$ cat src/rtl/playlist_track_selector_macros.svh
// ---------------------------------------------------------------------------
// Playlist track selector assertion macros
// Shared helpers for the concurrent checks of the selector.
// ---------------------------------------------------------------------------
`ifndef PLAYLIST_TRACK_SELECTOR_MACROS_SVH
`define PLAYLIST_TRACK_SELECTOR_MACROS_SVH

// Same-cycle implication, sampled on the rising clock edge outside reset.
`define PTS_ASSERT_NOW(label, ante, cons) \
   label: assert property (@(posedge clock) disable iff (reset) (ante) |-> (cons)) \
      else $error("playlist track selector check failed");

// Next-cycle implication, sampled on the rising clock edge outside reset.
`define PTS_ASSERT_NEXT(label, ante, cons) \
   label: assert property (@(posedge clock) disable iff (reset) (ante) |=> (cons)) \
      else $error("playlist track selector check failed");

`endif

$ cat src/rtl/pts_pkg.sv
`timescale 1ns / 1ps
// ---------------------------------------------------------------------------
// Playlist track selector package
// Word types, event codes, generator constants and controller states.
// ---------------------------------------------------------------------------
package pts_pkg;

   localparam int unsigned DEF_QUEUE_DEPTH = 256;

   localparam logic [31:0] LCG_MUL  = 32'd1103515245;
   localparam logic [31:0] LCG_ADD  = 32'd12345;
   localparam logic [31:0] LCG_SEED = 32'h2545F491;
   localparam logic [15:0] RESTART_SECONDS = 16'd3;
   // Bits of the generator state that feed the random pick.
   localparam int unsigned RND_BITS = 24;

   localparam logic [2:0] KIND_CLEAR       = 3'd0;
   localparam logic [2:0] KIND_ADD         = 3'd1;
   localparam logic [2:0] KIND_START       = 3'd2;
   localparam logic [2:0] KIND_END         = 3'd3;
   localparam logic [2:0] KIND_NEXT        = 3'd4;
   localparam logic [2:0] KIND_PREV        = 3'd5;
   localparam logic [2:0] KIND_JUMP        = 3'd6;
   localparam logic [2:0] KIND_OPEN_FAILED = 3'd7;

   localparam logic CSR_SHUFFLE = 1'b0;
   localparam logic CSR_REPEAT  = 1'b1;

   localparam logic [1:0] REPEAT_ALL = 2'd1;
   localparam logic [1:0] REPEAT_ONE = 2'd2;

   typedef enum logic [1:0] {
      PEND_NONE, PEND_DIRECT, PEND_FWD, PEND_BACK
   } pend_type;

   typedef enum logic [3:0] {
      ST_IDLE, ST_DISPATCH, ST_JUMP_RD, ST_JUMP_CHK, ST_SEARCH,
      ST_SCAN, ST_MUL, ST_ADD, ST_DIV, ST_DONE
   } state_type;

   typedef enum logic [2:0] {
      PH_FWD1, PH_FWD2, PH_BACK1, PH_BACK2, PH_COUNT, PH_NTH, PH_AVOID
   } phase_type;

   typedef struct packed {
      logic [2:0]  kind;
      logic        entry_is_folder;
      logic [7:0]  target_index;
      logic [15:0] elapsed_seconds;
      logic [31:0] timer_sample;
   } req_type;

   typedef struct packed {
      logic       action;
      logic [7:0] track_index;
      logic [8:0] queue_count;
   } rsp_type;

endpackage

$ cat src/rtl/playlist_track_selector.sv
`timescale 1ns / 1ps
// ---------------------------------------------------------------------------
// Playlist track selector
// Picks the queue position to open next from a queue of playable and folder
// entries, with shuffle, repeat-all and repeat-one modes.
// ---------------------------------------------------------------------------
// The block takes one event word at a time and answers each with exactly one
// response word. A plain forward or backward search sweeps the one-bit folder
// memory one entry per cycle, with two passes when it wraps. A shuffled pick
// counts the playable entries in one sweep, steps the generator through a
// registered multiply, runs a 24-step remainder unit and sweeps again to find
// the chosen entry, with a third sweep when the pick must move off the current
// track. The single read port of the flag memory sets the pace of all sweeps.
// A finished response sits in an output register, so a new event word is
// accepted while the previous response waits to be taken.
// Configuration writes are accepted in every cycle.
// ---------------------------------------------------------------------------

`include "playlist_track_selector_macros.svh"

module playlist_track_selector import pts_pkg::*; #(
   parameter int unsigned QUEUE_DEPTH = DEF_QUEUE_DEPTH
) (
   input  logic       clock,
   input  logic       reset,
   input  logic       req_valid,
   output logic       req_ready,
   input  req_type    req_word,
   output logic       rsp_valid,
   input  logic       rsp_ready,
   output rsp_type    rsp_word,
   input  logic       csr_valid,
   output logic       csr_ready,
   input  logic       csr_index,
   input  logic [1:0] csr_word
);

   // Position width, length width (holds the depth itself) and a compare width
   // wide enough for the 8-bit target field as well.
   localparam int IW  = $clog2(QUEUE_DEPTH);
   localparam int QLW = $clog2(QUEUE_DEPTH + 1);
   localparam int XW  = (QLW > 9) ? QLW : 9;
   localparam int AW  = QLW + 1;
   localparam int CW  = $clog2(RND_BITS + 1);

   state_type             state_ff, state_in;
   req_type               req_ff;
   logic                  shuffle_ff;
   logic [1:0]            repeat_ff;
   logic [QLW-1:0]        qlen_ff, qlen_in;
   logic [IW-1:0]         cur_ff, cur_in;
   logic [31:0]           rs_ff, rs_in;
   logic [31:0]           prod_ff;
   pend_type              pend_ff, pend_in;
   pend_type              dir_ff, dir_in;
   logic [AW-1:0]         att_ff, att_in;
   logic [XW-1:0]         jt_ff, jt_in;
   logic                  res_act_ff, res_act_in;
   logic [IW-1:0]         res_idx_ff, res_idx_in;
   logic                  rsp_valid_ff;
   rsp_type               rsp_ff;

   // Sweep engine: address counter, remaining entries, delayed check stage.
   phase_type             ph_ff, ph_in;
   logic [IW-1:0]         pos_ff, pos_in;
   logic [IW-1:0]         posd_ff;
   logic [IW-1:0]         pick_ff, pick_in;
   logic [QLW-1:0]        srem_ff, srem_in;
   logic [QLW-1:0]        n_ff, n_in;
   logic [QLW-1:0]        seen_ff, seen_in;
   logic [QLW-1:0]        tgt_ff, tgt_in;
   logic                  vd_ff, vd_in;

   // Remainder unit for the random pick.
   logic [RND_BITS-1:0]   dvd_ff, dvd_in;
   logic [QLW:0]          drem_ff, drem_in;
   logic [CW-1:0]         dcnt_ff, dcnt_in;
   logic [QLW:0]          drem_shift;

   // Folder flag memory, one bit per queue entry.
   logic                  flag_mem [QUEUE_DEPTH];
   logic                  rd_ff;
   logic                  rd_en;
   logic [IW-1:0]         rd_addr;
   logic                  mem_we;

   logic                  req_fire;
   logic                  rsp_load;
   logic [XW-1:0]         qlen_x, cur_x, jt_x, tgt_x;
   logic                  q_empty, cur_in_q, restart, replay, jt_in_q;
   logic [QLW-1:0]        cur1_q, j0_q, p1_q, up_q;
   logic [QLW-1:0]        fwd1_len;
   logic [IW-1:0]         fwd1_pos, back1_pos, last_pos, avoid_pos, pos_step;
   logic                  scan_up;
   logic                  playable_d, scan_hit, scan_end, is_repick;
   logic                  sc_next, sc_mul, sc_commit;
   logic [IW-1:0]         commit_idx;

   assign req_fire  = req_valid && req_ready;
   assign req_ready = (state_ff == ST_IDLE);
   assign csr_ready = 1'b1;
   assign rsp_valid = rsp_valid_ff;
   assign rsp_word  = rsp_ff;
   assign rsp_load  = (state_ff == ST_DONE) && (!rsp_valid_ff || rsp_ready);

   // Shared decode of the current event and queue state.
   always_comb begin
      qlen_x   = XW'(qlen_ff);
      cur_x    = XW'(cur_ff);
      jt_x     = jt_ff;
      tgt_x    = XW'(req_ff.target_index);
      q_empty  = (qlen_ff == '0);
      cur_in_q = (cur_x < qlen_x);
      jt_in_q  = (jt_x < qlen_x);
      restart  = !shuffle_ff && (req_ff.elapsed_seconds > RESTART_SECONDS);
      replay   = (repeat_ff == REPEAT_ONE) && cur_in_q;
      cur1_q   = QLW'(cur_ff) + QLW'(1);
      fwd1_len = (cur1_q < qlen_ff) ? (qlen_ff - cur1_q) : '0;
      fwd1_pos = IW'(cur1_q);
      j0_q     = cur_in_q ? QLW'(cur_ff) : qlen_ff;
      back1_pos = IW'(j0_q - QLW'(1));
      last_pos = IW'(qlen_ff - QLW'(1));
      p1_q     = QLW'(posd_ff) + QLW'(1);
      avoid_pos = (p1_q == qlen_ff) ? '0 : IW'(p1_q);
      scan_up  = (ph_ff != PH_BACK1) && (ph_ff != PH_BACK2);
      up_q     = QLW'(pos_ff) + QLW'(1);
      pos_step = scan_up ? ((up_q == qlen_ff) ? '0 : IW'(up_q)) : (pos_ff - IW'(1));
   end

   // Decisions at the end of a sweep. A hit in the nth-entry pass that lands on
   // the current track moves on to the next playable entry when there is one.
   always_comb begin
      playable_d = vd_ff && !rd_ff;
      scan_hit   = playable_d &&
                   ((ph_ff == PH_NTH) ? (seen_ff == tgt_ff) : (ph_ff != PH_COUNT));
      scan_end   = scan_hit || ((srem_ff == '0) && !vd_ff);
      is_repick  = (ph_ff == PH_NTH) && (n_ff > QLW'(1)) && (posd_ff == cur_ff);
      sc_next    = scan_hit ? is_repick
                            : (((ph_ff == PH_FWD1) && (repeat_ff == REPEAT_ALL)) ||
                               (ph_ff == PH_BACK1));
      sc_mul     = !scan_hit && (ph_ff == PH_COUNT) && (n_ff != '0);
      sc_commit  = scan_hit ? !is_repick : (ph_ff == PH_AVOID);
      commit_idx = scan_hit ? posd_ff : pick_ff;
      drem_shift = {drem_ff[QLW-1:0], dvd_ff[RND_BITS-1]};
   end

   // Next state.
   always_comb begin
      state_in = state_ff;
      unique case (state_ff)
         ST_IDLE: begin
            if (req_fire) state_in = ST_DISPATCH;
         end
         ST_DISPATCH: begin
            unique case (req_ff.kind)
               KIND_JUMP: state_in = ST_JUMP_RD;
               KIND_PREV: state_in = q_empty ? ST_DONE : (restart ? ST_JUMP_RD : ST_SEARCH);
               KIND_NEXT: state_in = q_empty ? ST_DONE : ST_SEARCH;
               KIND_END:  state_in = replay ? ST_DONE : ST_SEARCH;
               KIND_OPEN_FAILED: begin
                  unique case (pend_ff)
                     PEND_DIRECT: state_in = replay ? ST_DONE : ST_SEARCH;
                     PEND_FWD, PEND_BACK: state_in = ST_SEARCH;
                     default: state_in = ST_DONE;
                  endcase
               end
               default: state_in = ST_DONE;
            endcase
         end
         ST_JUMP_RD:  state_in = jt_in_q ? ST_JUMP_CHK : ST_DONE;
         ST_JUMP_CHK: state_in = ST_DONE;
         ST_SEARCH:   state_in = (att_ff > AW'(qlen_ff)) ? ST_DONE : ST_SCAN;
         ST_SCAN: begin
            if (scan_end) state_in = sc_mul ? ST_MUL : (sc_next ? ST_SCAN : ST_DONE);
         end
         ST_MUL: state_in = ST_ADD;
         ST_ADD: state_in = ST_DIV;
         ST_DIV: begin
            if (dcnt_ff == '0) state_in = ST_SCAN;
         end
         ST_DONE: begin
            if (rsp_load) state_in = ST_IDLE;
         end
         default: state_in = ST_IDLE;
      endcase
   end

   // Datapath and result values.
   always_comb begin
      qlen_in    = qlen_ff;
      cur_in     = cur_ff;
      rs_in      = rs_ff;
      pend_in    = pend_ff;
      dir_in     = dir_ff;
      att_in     = att_ff;
      jt_in      = jt_ff;
      res_act_in = res_act_ff;
      res_idx_in = res_idx_ff;
      ph_in      = ph_ff;
      pos_in     = pos_ff;
      pick_in    = pick_ff;
      srem_in    = srem_ff;
      n_in       = n_ff;
      seen_in    = seen_ff;
      tgt_in     = tgt_ff;
      dvd_in     = dvd_ff;
      drem_in    = drem_ff;
      dcnt_in    = dcnt_ff;
      mem_we     = 1'b0;
      vd_in      = (state_ff == ST_SCAN) && (srem_ff != '0) && !scan_end;

      unique case (state_ff)
         ST_DISPATCH: begin
            unique case (req_ff.kind)
               KIND_CLEAR: begin
                  qlen_in    = '0;
                  pend_in    = PEND_NONE;
                  res_act_in = 1'b0;
               end
               KIND_ADD: begin
                  if (qlen_ff < QLW'(QUEUE_DEPTH)) begin
                     mem_we  = 1'b1;
                     qlen_in = qlen_ff + QLW'(1);
                  end
                  res_act_in = 1'b0;
               end
               KIND_START: begin
                  if (q_empty) begin
                     pend_in    = PEND_NONE;
                     res_act_in = 1'b0;
                  end else begin
                     cur_in     = (tgt_x < qlen_x) ? IW'(req_ff.target_index) : '0;
                     att_in     = '0;
                     pend_in    = PEND_DIRECT;
                     res_act_in = 1'b1;
                     res_idx_in = cur_in;
                  end
               end
               KIND_NEXT: begin
                  att_in     = '0;
                  dir_in     = PEND_FWD;
                  res_act_in = 1'b0;
               end
               KIND_PREV: begin
                  // A restart on a folder must leave the retry count alone.
                  if (!restart) att_in = '0;
                  dir_in     = PEND_BACK;
                  jt_in      = cur_x;
                  res_act_in = 1'b0;
               end
               KIND_JUMP: begin
                  jt_in = tgt_x;
               end
               KIND_END, KIND_OPEN_FAILED: begin
                  res_act_in = 1'b0;
                  if (req_ff.kind == KIND_END || pend_ff == PEND_DIRECT) begin
                     // Fresh advance: replay the current track in repeat-one mode.
                     att_in = '0;
                     dir_in = PEND_FWD;
                     if (replay) begin
                        pend_in    = PEND_FWD;
                        res_act_in = 1'b1;
                        res_idx_in = cur_ff;
                     end
                  end else begin
                     dir_in = pend_ff;
                  end
               end
               default: res_act_in = 1'b0;
            endcase
         end
         ST_JUMP_RD: begin
            res_act_in = 1'b0;
         end
         ST_JUMP_CHK: begin
            if (!rd_ff) begin
               cur_in     = IW'(jt_ff);
               att_in     = '0;
               pend_in    = PEND_DIRECT;
               res_act_in = 1'b1;
               res_idx_in = IW'(jt_ff);
            end
         end
         ST_SEARCH: begin
            seen_in = '0;
            n_in    = '0;
            if (att_ff > AW'(qlen_ff)) begin
               pend_in    = PEND_NONE;
               res_act_in = 1'b0;
            end else if (shuffle_ff) begin
               ph_in   = PH_COUNT;
               pos_in  = '0;
               srem_in = qlen_ff;
            end else if (dir_ff == PEND_FWD) begin
               ph_in   = PH_FWD1;
               pos_in  = fwd1_pos;
               srem_in = fwd1_len;
            end else begin
               ph_in   = PH_BACK1;
               pos_in  = back1_pos;
               srem_in = j0_q;
            end
         end
         ST_SCAN: begin
            if (srem_ff != '0) begin
               pos_in  = pos_step;
               srem_in = srem_ff - QLW'(1);
            end
            if (playable_d && ph_ff == PH_NTH)   seen_in = seen_ff + QLW'(1);
            if (playable_d && ph_ff == PH_COUNT) n_in    = n_ff + QLW'(1);
            if (scan_end) begin
               if (sc_commit) begin
                  att_in     = att_ff + AW'(1);
                  cur_in     = commit_idx;
                  pend_in    = dir_ff;
                  res_act_in = 1'b1;
                  res_idx_in = commit_idx;
               end else if (sc_next) begin
                  if (scan_hit) begin
                     ph_in   = PH_AVOID;
                     pick_in = posd_ff;
                     pos_in  = avoid_pos;
                     srem_in = qlen_ff - QLW'(1);
                  end else if (ph_ff == PH_FWD1) begin
                     ph_in   = PH_FWD2;
                     pos_in  = '0;
                     srem_in = qlen_ff;
                  end else begin
                     ph_in   = PH_BACK2;
                     pos_in  = last_pos;
                     srem_in = qlen_ff;
                  end
               end else if (!sc_mul) begin
                  pend_in    = PEND_NONE;
                  res_act_in = 1'b0;
               end
            end
         end
         ST_ADD: begin
            rs_in   = prod_ff + LCG_ADD + req_ff.timer_sample;
            dvd_in  = rs_in[31:8];
            drem_in = '0;
            dcnt_in = CW'(RND_BITS);
         end
         ST_DIV: begin
            if (dcnt_ff != '0) begin
               drem_in = (drem_shift >= {1'b0, n_ff}) ? (drem_shift - {1'b0, n_ff})
                                                      : drem_shift;
               dvd_in  = {dvd_ff[RND_BITS-2:0], 1'b0};
               dcnt_in = dcnt_ff - CW'(1);
            end else begin
               tgt_in  = QLW'(drem_ff);
               ph_in   = PH_NTH;
               pos_in  = '0;
               srem_in = qlen_ff;
               seen_in = '0;
            end
         end
         default: begin
         end
      endcase
   end

   // Flag memory: written by add, read by the sweeps and by jumps and restarts.
   assign rd_en   = ((state_ff == ST_SCAN) && (srem_ff != '0)) ||
                    ((state_ff == ST_JUMP_RD) && jt_in_q);
   assign rd_addr = (state_ff == ST_JUMP_RD) ? IW'(jt_ff) : pos_ff;

   always_ff @(posedge clock) begin
      if (mem_we) flag_mem[IW'(qlen_ff)] <= req_ff.entry_is_folder;
      if (rd_en)  rd_ff <= flag_mem[rd_addr];
   end

   // Payload registers.
   always_ff @(posedge clock) begin
      if (req_fire) req_ff <= req_word;
      if (state_ff == ST_MUL) prod_ff <= 32'(rs_ff * LCG_MUL);
      if (rsp_load) begin
         rsp_ff.action      <= res_act_ff;
         rsp_ff.track_index <= res_act_ff ? 8'(res_idx_ff) : 8'd0;
         rsp_ff.queue_count <= 9'(qlen_ff);
      end
      dir_ff     <= dir_in;
      jt_ff      <= jt_in;
      res_act_ff <= res_act_in;
      res_idx_ff <= res_idx_in;
      ph_ff      <= ph_in;
      pos_ff     <= pos_in;
      posd_ff    <= pos_ff;
      pick_ff    <= pick_in;
      srem_ff    <= srem_in;
      n_ff       <= n_in;
      seen_ff    <= seen_in;
      tgt_ff     <= tgt_in;
      dvd_ff     <= dvd_in;
      drem_ff    <= drem_in;
      dcnt_ff    <= dcnt_in;
   end

   // Control registers.
   always_ff @(posedge clock) begin
      if (reset) begin
         state_ff     <= ST_IDLE;
         qlen_ff      <= '0;
         cur_ff       <= '0;
         rs_ff        <= LCG_SEED;
         pend_ff      <= PEND_NONE;
         att_ff       <= '0;
         shuffle_ff   <= 1'b0;
         repeat_ff    <= 2'd0;
         rsp_valid_ff <= 1'b0;
         vd_ff        <= 1'b0;
      end else begin
         state_ff <= state_in;
         qlen_ff  <= qlen_in;
         cur_ff   <= cur_in;
         rs_ff    <= rs_in;
         pend_ff  <= pend_in;
         att_ff   <= att_in;
         vd_ff    <= vd_in;
         if (rsp_load) begin
            rsp_valid_ff <= 1'b1;
         end else if (rsp_ready) begin
            rsp_valid_ff <= 1'b0;
         end
         if (csr_valid) begin
            unique case (csr_index)
               CSR_SHUFFLE: shuffle_ff <= csr_word[0];
               CSR_REPEAT:  repeat_ff  <= csr_word;
               default:     shuffle_ff <= shuffle_ff;
            endcase
         end
      end
   end

   // An accepted event word is decoded in the following cycle.
   `PTS_ASSERT_NEXT(a_accept_dispatch, req_fire, state_ff == ST_DISPATCH)
   // A response handed over from the done state is registered as valid and frees the block.
   `PTS_ASSERT_NEXT(a_done_to_rsp, rsp_load, rsp_valid_ff && state_ff == ST_IDLE)
   // The queue never holds more entries than the memory has.
   `PTS_ASSERT_NOW(a_qlen_bound, 1'b1, qlen_ff <= QLW'(QUEUE_DEPTH))
   // Sweeps only read entries that lie inside the queue.
   `PTS_ASSERT_NOW(a_scan_in_range, state_ff == ST_SCAN && srem_ff != '0,
                   QLW'(pos_ff) < qlen_ff)

endmodule
$ cat config.mk
export PLATFORM = sky130hd
export DESIGN_NAME = playlist_track_selector
export DESIGN_NICKNAME = d
export VERILOG_FILES = /design/src/rtl/pts_pkg.sv /design/src/rtl/playlist_track_selector.sv
export VERILOG_INCLUDE_DIRS = /design/src /design/src/rtl
export SDC_FILE = /design/constraint.sdc
export NUM_CORES = 2
export LEC_CHECK = 0
export BUFFER_PORTS_ARGS = -buffer_cell sky130_fd_sc_hd__buf_2
export CORE_UTILIZATION = 55
export DETAILED_ROUTE_END_ITERATION = 16
export PLACE_DENSITY = 0.8
export SETUP_SLACK_MARGIN = 0.3
export SYNTH_ARGS = -nofsm -noshare
export SYNTH_HDL_FRONTEND = slang
export SYNTH_SLANG_ARGS = --single-unit
$ cat constraint.sdc
create_clock -name clock -period 8.6 [get_ports clock]
set_input_delay 2.15 -clock clock [delete_from_list [all_inputs] [get_ports clock]]
set_output_delay 2.15 -clock clock [all_outputs]
set_load 0.01 [all_outputs]
== Word-level counts from Yosys, hierarchy flattened ==
Memory sizes are Yosys's and may differ from the RTL's. A register that Yosys moved wholly into a read port is not among the register bits.
Index checks and enable logic that the tools add are counted.
Cells by class
  add/subtract/negate cells: 16
  $mul: 1
  magnitude comparators: 9
  equal/unequal tests: 60
  mux-type cells: 121
  bitwise logic cells: 3
  reductions and logical operators: 70
Operator list (number)
  $mux W8: 23
  $mux W9: 17
  $pmux W8 S3: 3
  $pmux W9 S2: 4
  $mux W10: 6
  $pmux W9 S3: 2
  $pmux W24 S2: 1
  $mux W4: 11
  $pmux W10 S4: 1
  $pmux W4 S10: 1
  $add A32 B14 Y32 const B: 1
  $add A32 B32 Y32: 1
  $mul A32 B31 Y32 const B: 1
  $ne A2 B2 Y1 const B: 15
  $pmux W10 S3: 1
  $add A8 B1 Y9 const B: 3
  $add A9 B1 Y9 const B: 3
  $eq A9 B9 Y1: 3
  $mux W24: 1
  $mux W3: 8
  $mux W2: 11
  $eq A3 B3 Y1 const B: 7
  $ne A3 B3 Y1 const B: 7
  $mux W1: 20
  other kinds (58): 129
Word-level totals
  flip-flop bits (word level): 301
  memory bits (writable): 256
  input port bits: 68
  output and inout port bits: 21
  word-level logic and storage cells: 315
  memories kept: 1
Memory list
  flag_mem: depth 256, bits a word 1, rd ports 1, clocked after Yosys merged registers in 1, write ports 1, line playlist_track_selector.sv:81  | logic flag_mem [QUEUE_DEPTH];

== Depth between registers and ports, before layout ==
  word-level depth: 11
  gate-level depth with buffers: 24

== Worst setup path after synthesis ==
OpenSTA, ideal clock, no wires.
  path kind: flip-flop to flip-flop
  start point: register rs_ff[13]
  end point: register prod_ff[31] (data pin)
  setup time: 0.260 ns
  arrival time: 6.104 ns
  required time: 8.340 ns
  slack: 2.236 ns
  cell stages (with the launch flop): 23
  buffers on the path: 0
  period minus slack after synthesis: 6.364 ns
  path through: dfxtp_1 -> ha_1 -> fa_1 -> inv_1 -> fa_1 -> fa_1 -> inv_1 -> fa_1 -> fa_1 -> fa_1 -> inv_1 -> fa_1 -> inv_1 -> ha_1 -> a21o_1 -> a21o_1 -> a21oi_1 -> o21a_1 -> nand2b_1 -> a311o_1 -> a31o_2 -> a21oi_1 -> xnor2_1
On the way
  cells in the longest elaborated chain, start to end: 1
Ends and longest elaborated chain
  start, declared: line playlist_track_selector.sv:52  | logic [31:0] rs_ff, rs_in;
  start signal, assigned: line playlist_track_selector.sv:417  | rs_ff <= rs_in;
  $mul A32 B31 Y32: line playlist_track_selector.sv:377  | if (state_ff == ST_MUL) prod_ff <= 32'(rs_ff * LCG_MUL);
  end signal, assigned: line playlist_track_selector.sv:377
  end, declared: line playlist_track_selector.sv:53  | logic [31:0] prod_ff;
No other way between the ends.
A chain may end at the register's enable or synchronous reset.

== Worst setup path in the final report ==
  start point: register rs_ff[13]
  end point: register prod_ff[30] (data pin)
Same word-level chain as after synthesis.

==> summary.md <==
### Status
* **outcome** finished, final reports clean

### Global routing
* **gr usage total** 27.5%
* **GRT overflow** 0
* **number of global-route vias before repair** 27400
* **largest net degree at the start of global routing** 129
* **initial antenna violation count** 4
* **wire length of the first global-routing pass** 149000 um

### STA
* **period utilisation layout** 83.3%
* **worst hold slack** 490 ps
* **Tightest Pin Transition** 1220 ps
* **final slew viol count** 0
* **final sum of negative setup slack** 0 ps
* **hold violation total from the final report** 0
* **time the final worst path needs with I/O delays and setup** 7160 ps
* **Final Setup Violations** 0
* **maximum operating frequency** 140 MHz
* **largest clock skew in the final design** 69.4 ps
* **tightest slew margin relative to the limit** 18.1%
* **setup repair after global routing missed its margin** false

### Synthesis
* **part of the Yosys area used for sequential elements** 42.5%
* **number of distinct library cells after synthesis** 88
* **cell count after synthesis** 3642
* **synthesized netlist net count** 4204
* **synth warn** 0
* **EDFF count, synth** 477
* **number of register bits inferred by synthesis** 555
* **synthesized area divided by synthesized cell count** 10.3 um2
* **most frequently used flop master after synthesis** edfxtp_1
* **Syn Std Cell Area** 37300 um2
* **asr flop ratio synth** 0%

### Min path
* **worst hold path type** flip-flop to flip-flop
* **terminating pin of the worst hold path** tgt_ff[8]$_DFFE_PP_
* **WHS Path Cells** 0
* **startpoint of the lowest-slack hold path** drem_ff[8]$_SDFFCE_PN0P_

### Final layout
* **# nets final** 4226
* **final core occ** 60.3%
* **final cell count without fillers** 4590
* **area added between synthesis and finish** 8.42%
* **share of cells above drive strength 1** 7.14%

### Clocking
* **Inserted Clock Buffers** 57
* **clock-pin transition on the worst setup and hold timing paths** 60 ps
* **CTS root buf** clkbuf_16
* **number of setup buffers added after CTS** 0
* **TritonCTS clock tree** built
* **clk sinks** 555
* **post_cts resized** 0
* **Max H-tree Level** 2
* **maximum clock path buffer count** 3
* **clock latency reported for the late side of the worst-skew pair** 660 ps
* **hold-fix buffer count after cts** 0

### Route
* **total routed wirelength** 95100 um
* **number of DRC markers in iteration 0** 3004
* **routed vias/inst** 6.05
* **drt first pass iters** 8
* **via count of the routed design** 27800
* **remaining routing DRC violations** 0
* **count of nets left with antenna violations after detail routing** 0
* **routed wire length per instance** 20.7 um

### Floorplanning
* **Die Width** 263 um
* **number of rows in the core area** 95
* **die area** 68900 um2
* **Die Y** 263 um
* **I/O pin total** 89
* **initial cell density of the core** 55.6%
* **CORE AREA** 67200 um2

### Setup path
* **maximum fanout encountered on the critical timing path** 7
* **worst path arrival time** 7520 ps
* **startpoint type of the worst setup path** flip-flop
* **capturing point of the worst reg2reg path** prod_ff[30]$_DFFE_PP_
* **category of the critical setup timing path** flip-flop to flip-flop
* **register-to-register setup slack** 1440 ps
* **Worst R2R Start** rs_ff[13]$_SDFFE_PP1P_
* **Worst EP required** 8960 ps
* **kind of end point of the critical path** flip-flop
* **number of cells on the worst reg-to-reg path** 22

### Place
* **placed instance count** 4478
* **Port Buffer Count** 85
* **detailed-placement wirelength estimate** 67500 um
* **Final GP Congestion** 0.978

### Power and ir drop
* **leak pwr** 16.2 nW
* **Worst IR Drop VDD** 0.198 mV
* **pwr dens** 227 nW/um2

### Run
* **reported max-cap violation count** 0

## state kept, by name, summed over array words and instances, names as in the netlist, 9 cells and up
register / flops
flag_mem: 256
req_ff: 58
prod_ff: 32
rs_ff: 32
dvd_ff: 24
rsp_word: 18
att_ff: 10
drem_ff: 9
n_ff: 9
qlen_ff: 9
seen_ff: 9
srem_ff: 9
tgt_ff: 9
## logic make-up after synthesis
logic type / share of synthesized area (%)
other cells: 0.0100
mux: 2.16
xor+xnor: 4.25
buf+inv: 5.98
simple gates: 13.8
compound gates: 10.9
fa+ha+maj: 20.4
flops: 42.5
## worst max-delay path by stage
stage                            from                     to  slack (ps)
5_1_grt        rs_ff[13]$_SDFFE_PP1P_  prod_ff[30]$_DFFE_PP_        1160
3_5_place_dp   rs_ff[13]$_SDFFE_PP1P_  prod_ff[31]$_DFFE_PP_        1560
4_1_cts        rs_ff[13]$_SDFFE_PP1P_  prod_ff[30]$_DFFE_PP_        1520
2_1_floorplan  rs_ff[13]$_SDFFE_PP1P_  prod_ff[31]$_DFFE_PP_        2240
3_3_place_gp   rs_ff[13]$_SDFFE_PP1P_  prod_ff[31]$_DFFE_PP_        1690
6_report       rs_ff[13]$_SDFFE_PP1P_  prod_ff[30]$_DFFE_PP_        1440
## cell usage after synthesis, types with 9 or more instances
| cell type | count | area share [%] |
|---|---|---|
| mux2i_1 | 44 | 1.2 |
| nor3_1 | 54 | 0.72 |
| buf_1 | 10 | 0.10 |
| a211o_1 | 13 | 0.30 |
| nand2_1 | 347 | 3.5 |
| a32oi_1 | 11 | 0.26 |
| a31oi_1 | 28 | 0.47 |
| ha_1 | 305 | 10 |
| o21bai_1 | 11 | 0.22 |
| a311oi_1 | 14 | 0.33 |
| mux2_2 | 14 | 0.42 |
| clkbuf_1 | 121 | 1.2 |
| xor2_1 | 56 | 1.3 |
| a22o_1 | 11 | 0.26 |
| a21o_1 | 42 | 0.84 |
| nand2b_1 | 28 | 0.47 |
| a22oi_1 | 14 | 0.28 |
| o31ai_1 | 14 | 0.28 |
| dfxtp_1 | 78 | 4.2 |
| nor4_1 | 18 | 0.30 |
| a211oi_1 | 31 | 0.62 |
| or3_1 | 14 | 0.23 |
| o311ai_0 | 9 | 0.21 |
| inv_1 | 418 | 4.2 |
| nand4_1 | 27 | 0.45 |
| and2_1 | 20 | 0.34 |
| nand3_1 | 92 | 1.2 |
| xnor2_1 | 125 | 2.9 |
| a21oi_1 | 151 | 2.0 |
| o221ai_1 | 14 | 0.33 |
| buf_2 | 20 | 0.27 |
| fa_1 | 189 | 10 |
| nor2_1 | 456 | 4.6 |
| edfxtp_1 | 477 | 38 |
| o21a_1 | 17 | 0.34 |
| a221o_1 | 10 | 0.27 |
| o21ai_0 | 121 | 1.6 |
| nor2b_1 | 26 | 0.44 |
| o211ai_1 | 17 | 0.34 |
| and3_1 | 36 | 0.60 |
## layout make-up
cell class / instances / area [um2]
fill: 5358 / 26700
multi-input combinational: 2510 / 19300
sequential: 555 / 15900
inverter: 419 / 1570
clock buffer: 76 / 1550
tap: 873 / 1090
timing repair buffer: 121 / 696
clock inverter: 32 / 417
antenna: 4 / 10.0
## stage by stage
step                      total power [mW]  area [um2]  setup WS (ps)
final                                 9.19       40500           1440
after global routing                  9.63       40500           1160
after CTS                             9.16       40500           1520
after detailed placement              6.57       38500           1560
after global placement                6.50       38500           1690
after floorplan                       5.78       37300           2240
## cell usage in the layout (no fill, tap or decap), types with 28 or more instances in the layout
cell and n:
a31oi_1 28, mux2i_1 43, o21ai_0 121, nor3_1 53
clkbuf_16 58, nand3_1 91, dfxtp_1 78, ha_1 305
xor2_1 56, inv_1 418, buf_2 85, a21o_1 42
buf_4 36, xnor2_1 125, a21oi_1 151, a211oi_1 31
and3_1 35, nor2_1 455, edfxtp_1 477, fa_1 189
nand2_1 347
## per-layer routing
metal / vias up / share of wire (%) / global-route usage (%)
li1: 12700 / - / -
met1: 13500 / 39 / 35.5
met2: 1310 / 48 / 46.6
met3: 281 / 8.2 / 3.56
met4: 0 / 4.6 / 12.1
met5: - / 0 / 0
## power breakdown
group          switching [mW]  internal, mW  total [mW]  leakage [nW]
logic                    1.84          1.09        2.93          10.3
clock network            1.11          1.49        2.59         0.957
registers               0.295          3.37        3.66          4.96
total                    3.24          5.95        9.19          16.2
## worst max-delay path, cell delays in order, from the launching register on
cell and delay [ps]:
dfxtp_1 610, ha_1 440, inv_1 110, fa_1 490
fa_1 490, inv_1 40, ha_1 300, fa_1 500
fa_1 540, fa_1 560, inv_1 70, fa_1 540
inv_1 40, ha_1 380, a21o_1 230, a21o_1 180
a21oi_1 200, o21a_1 230, nor2b_1 170, o21ai_0 200
a31o_2 300, a21oi_1 170, xnor2_1 80
(Power assumes the default switching activity.)
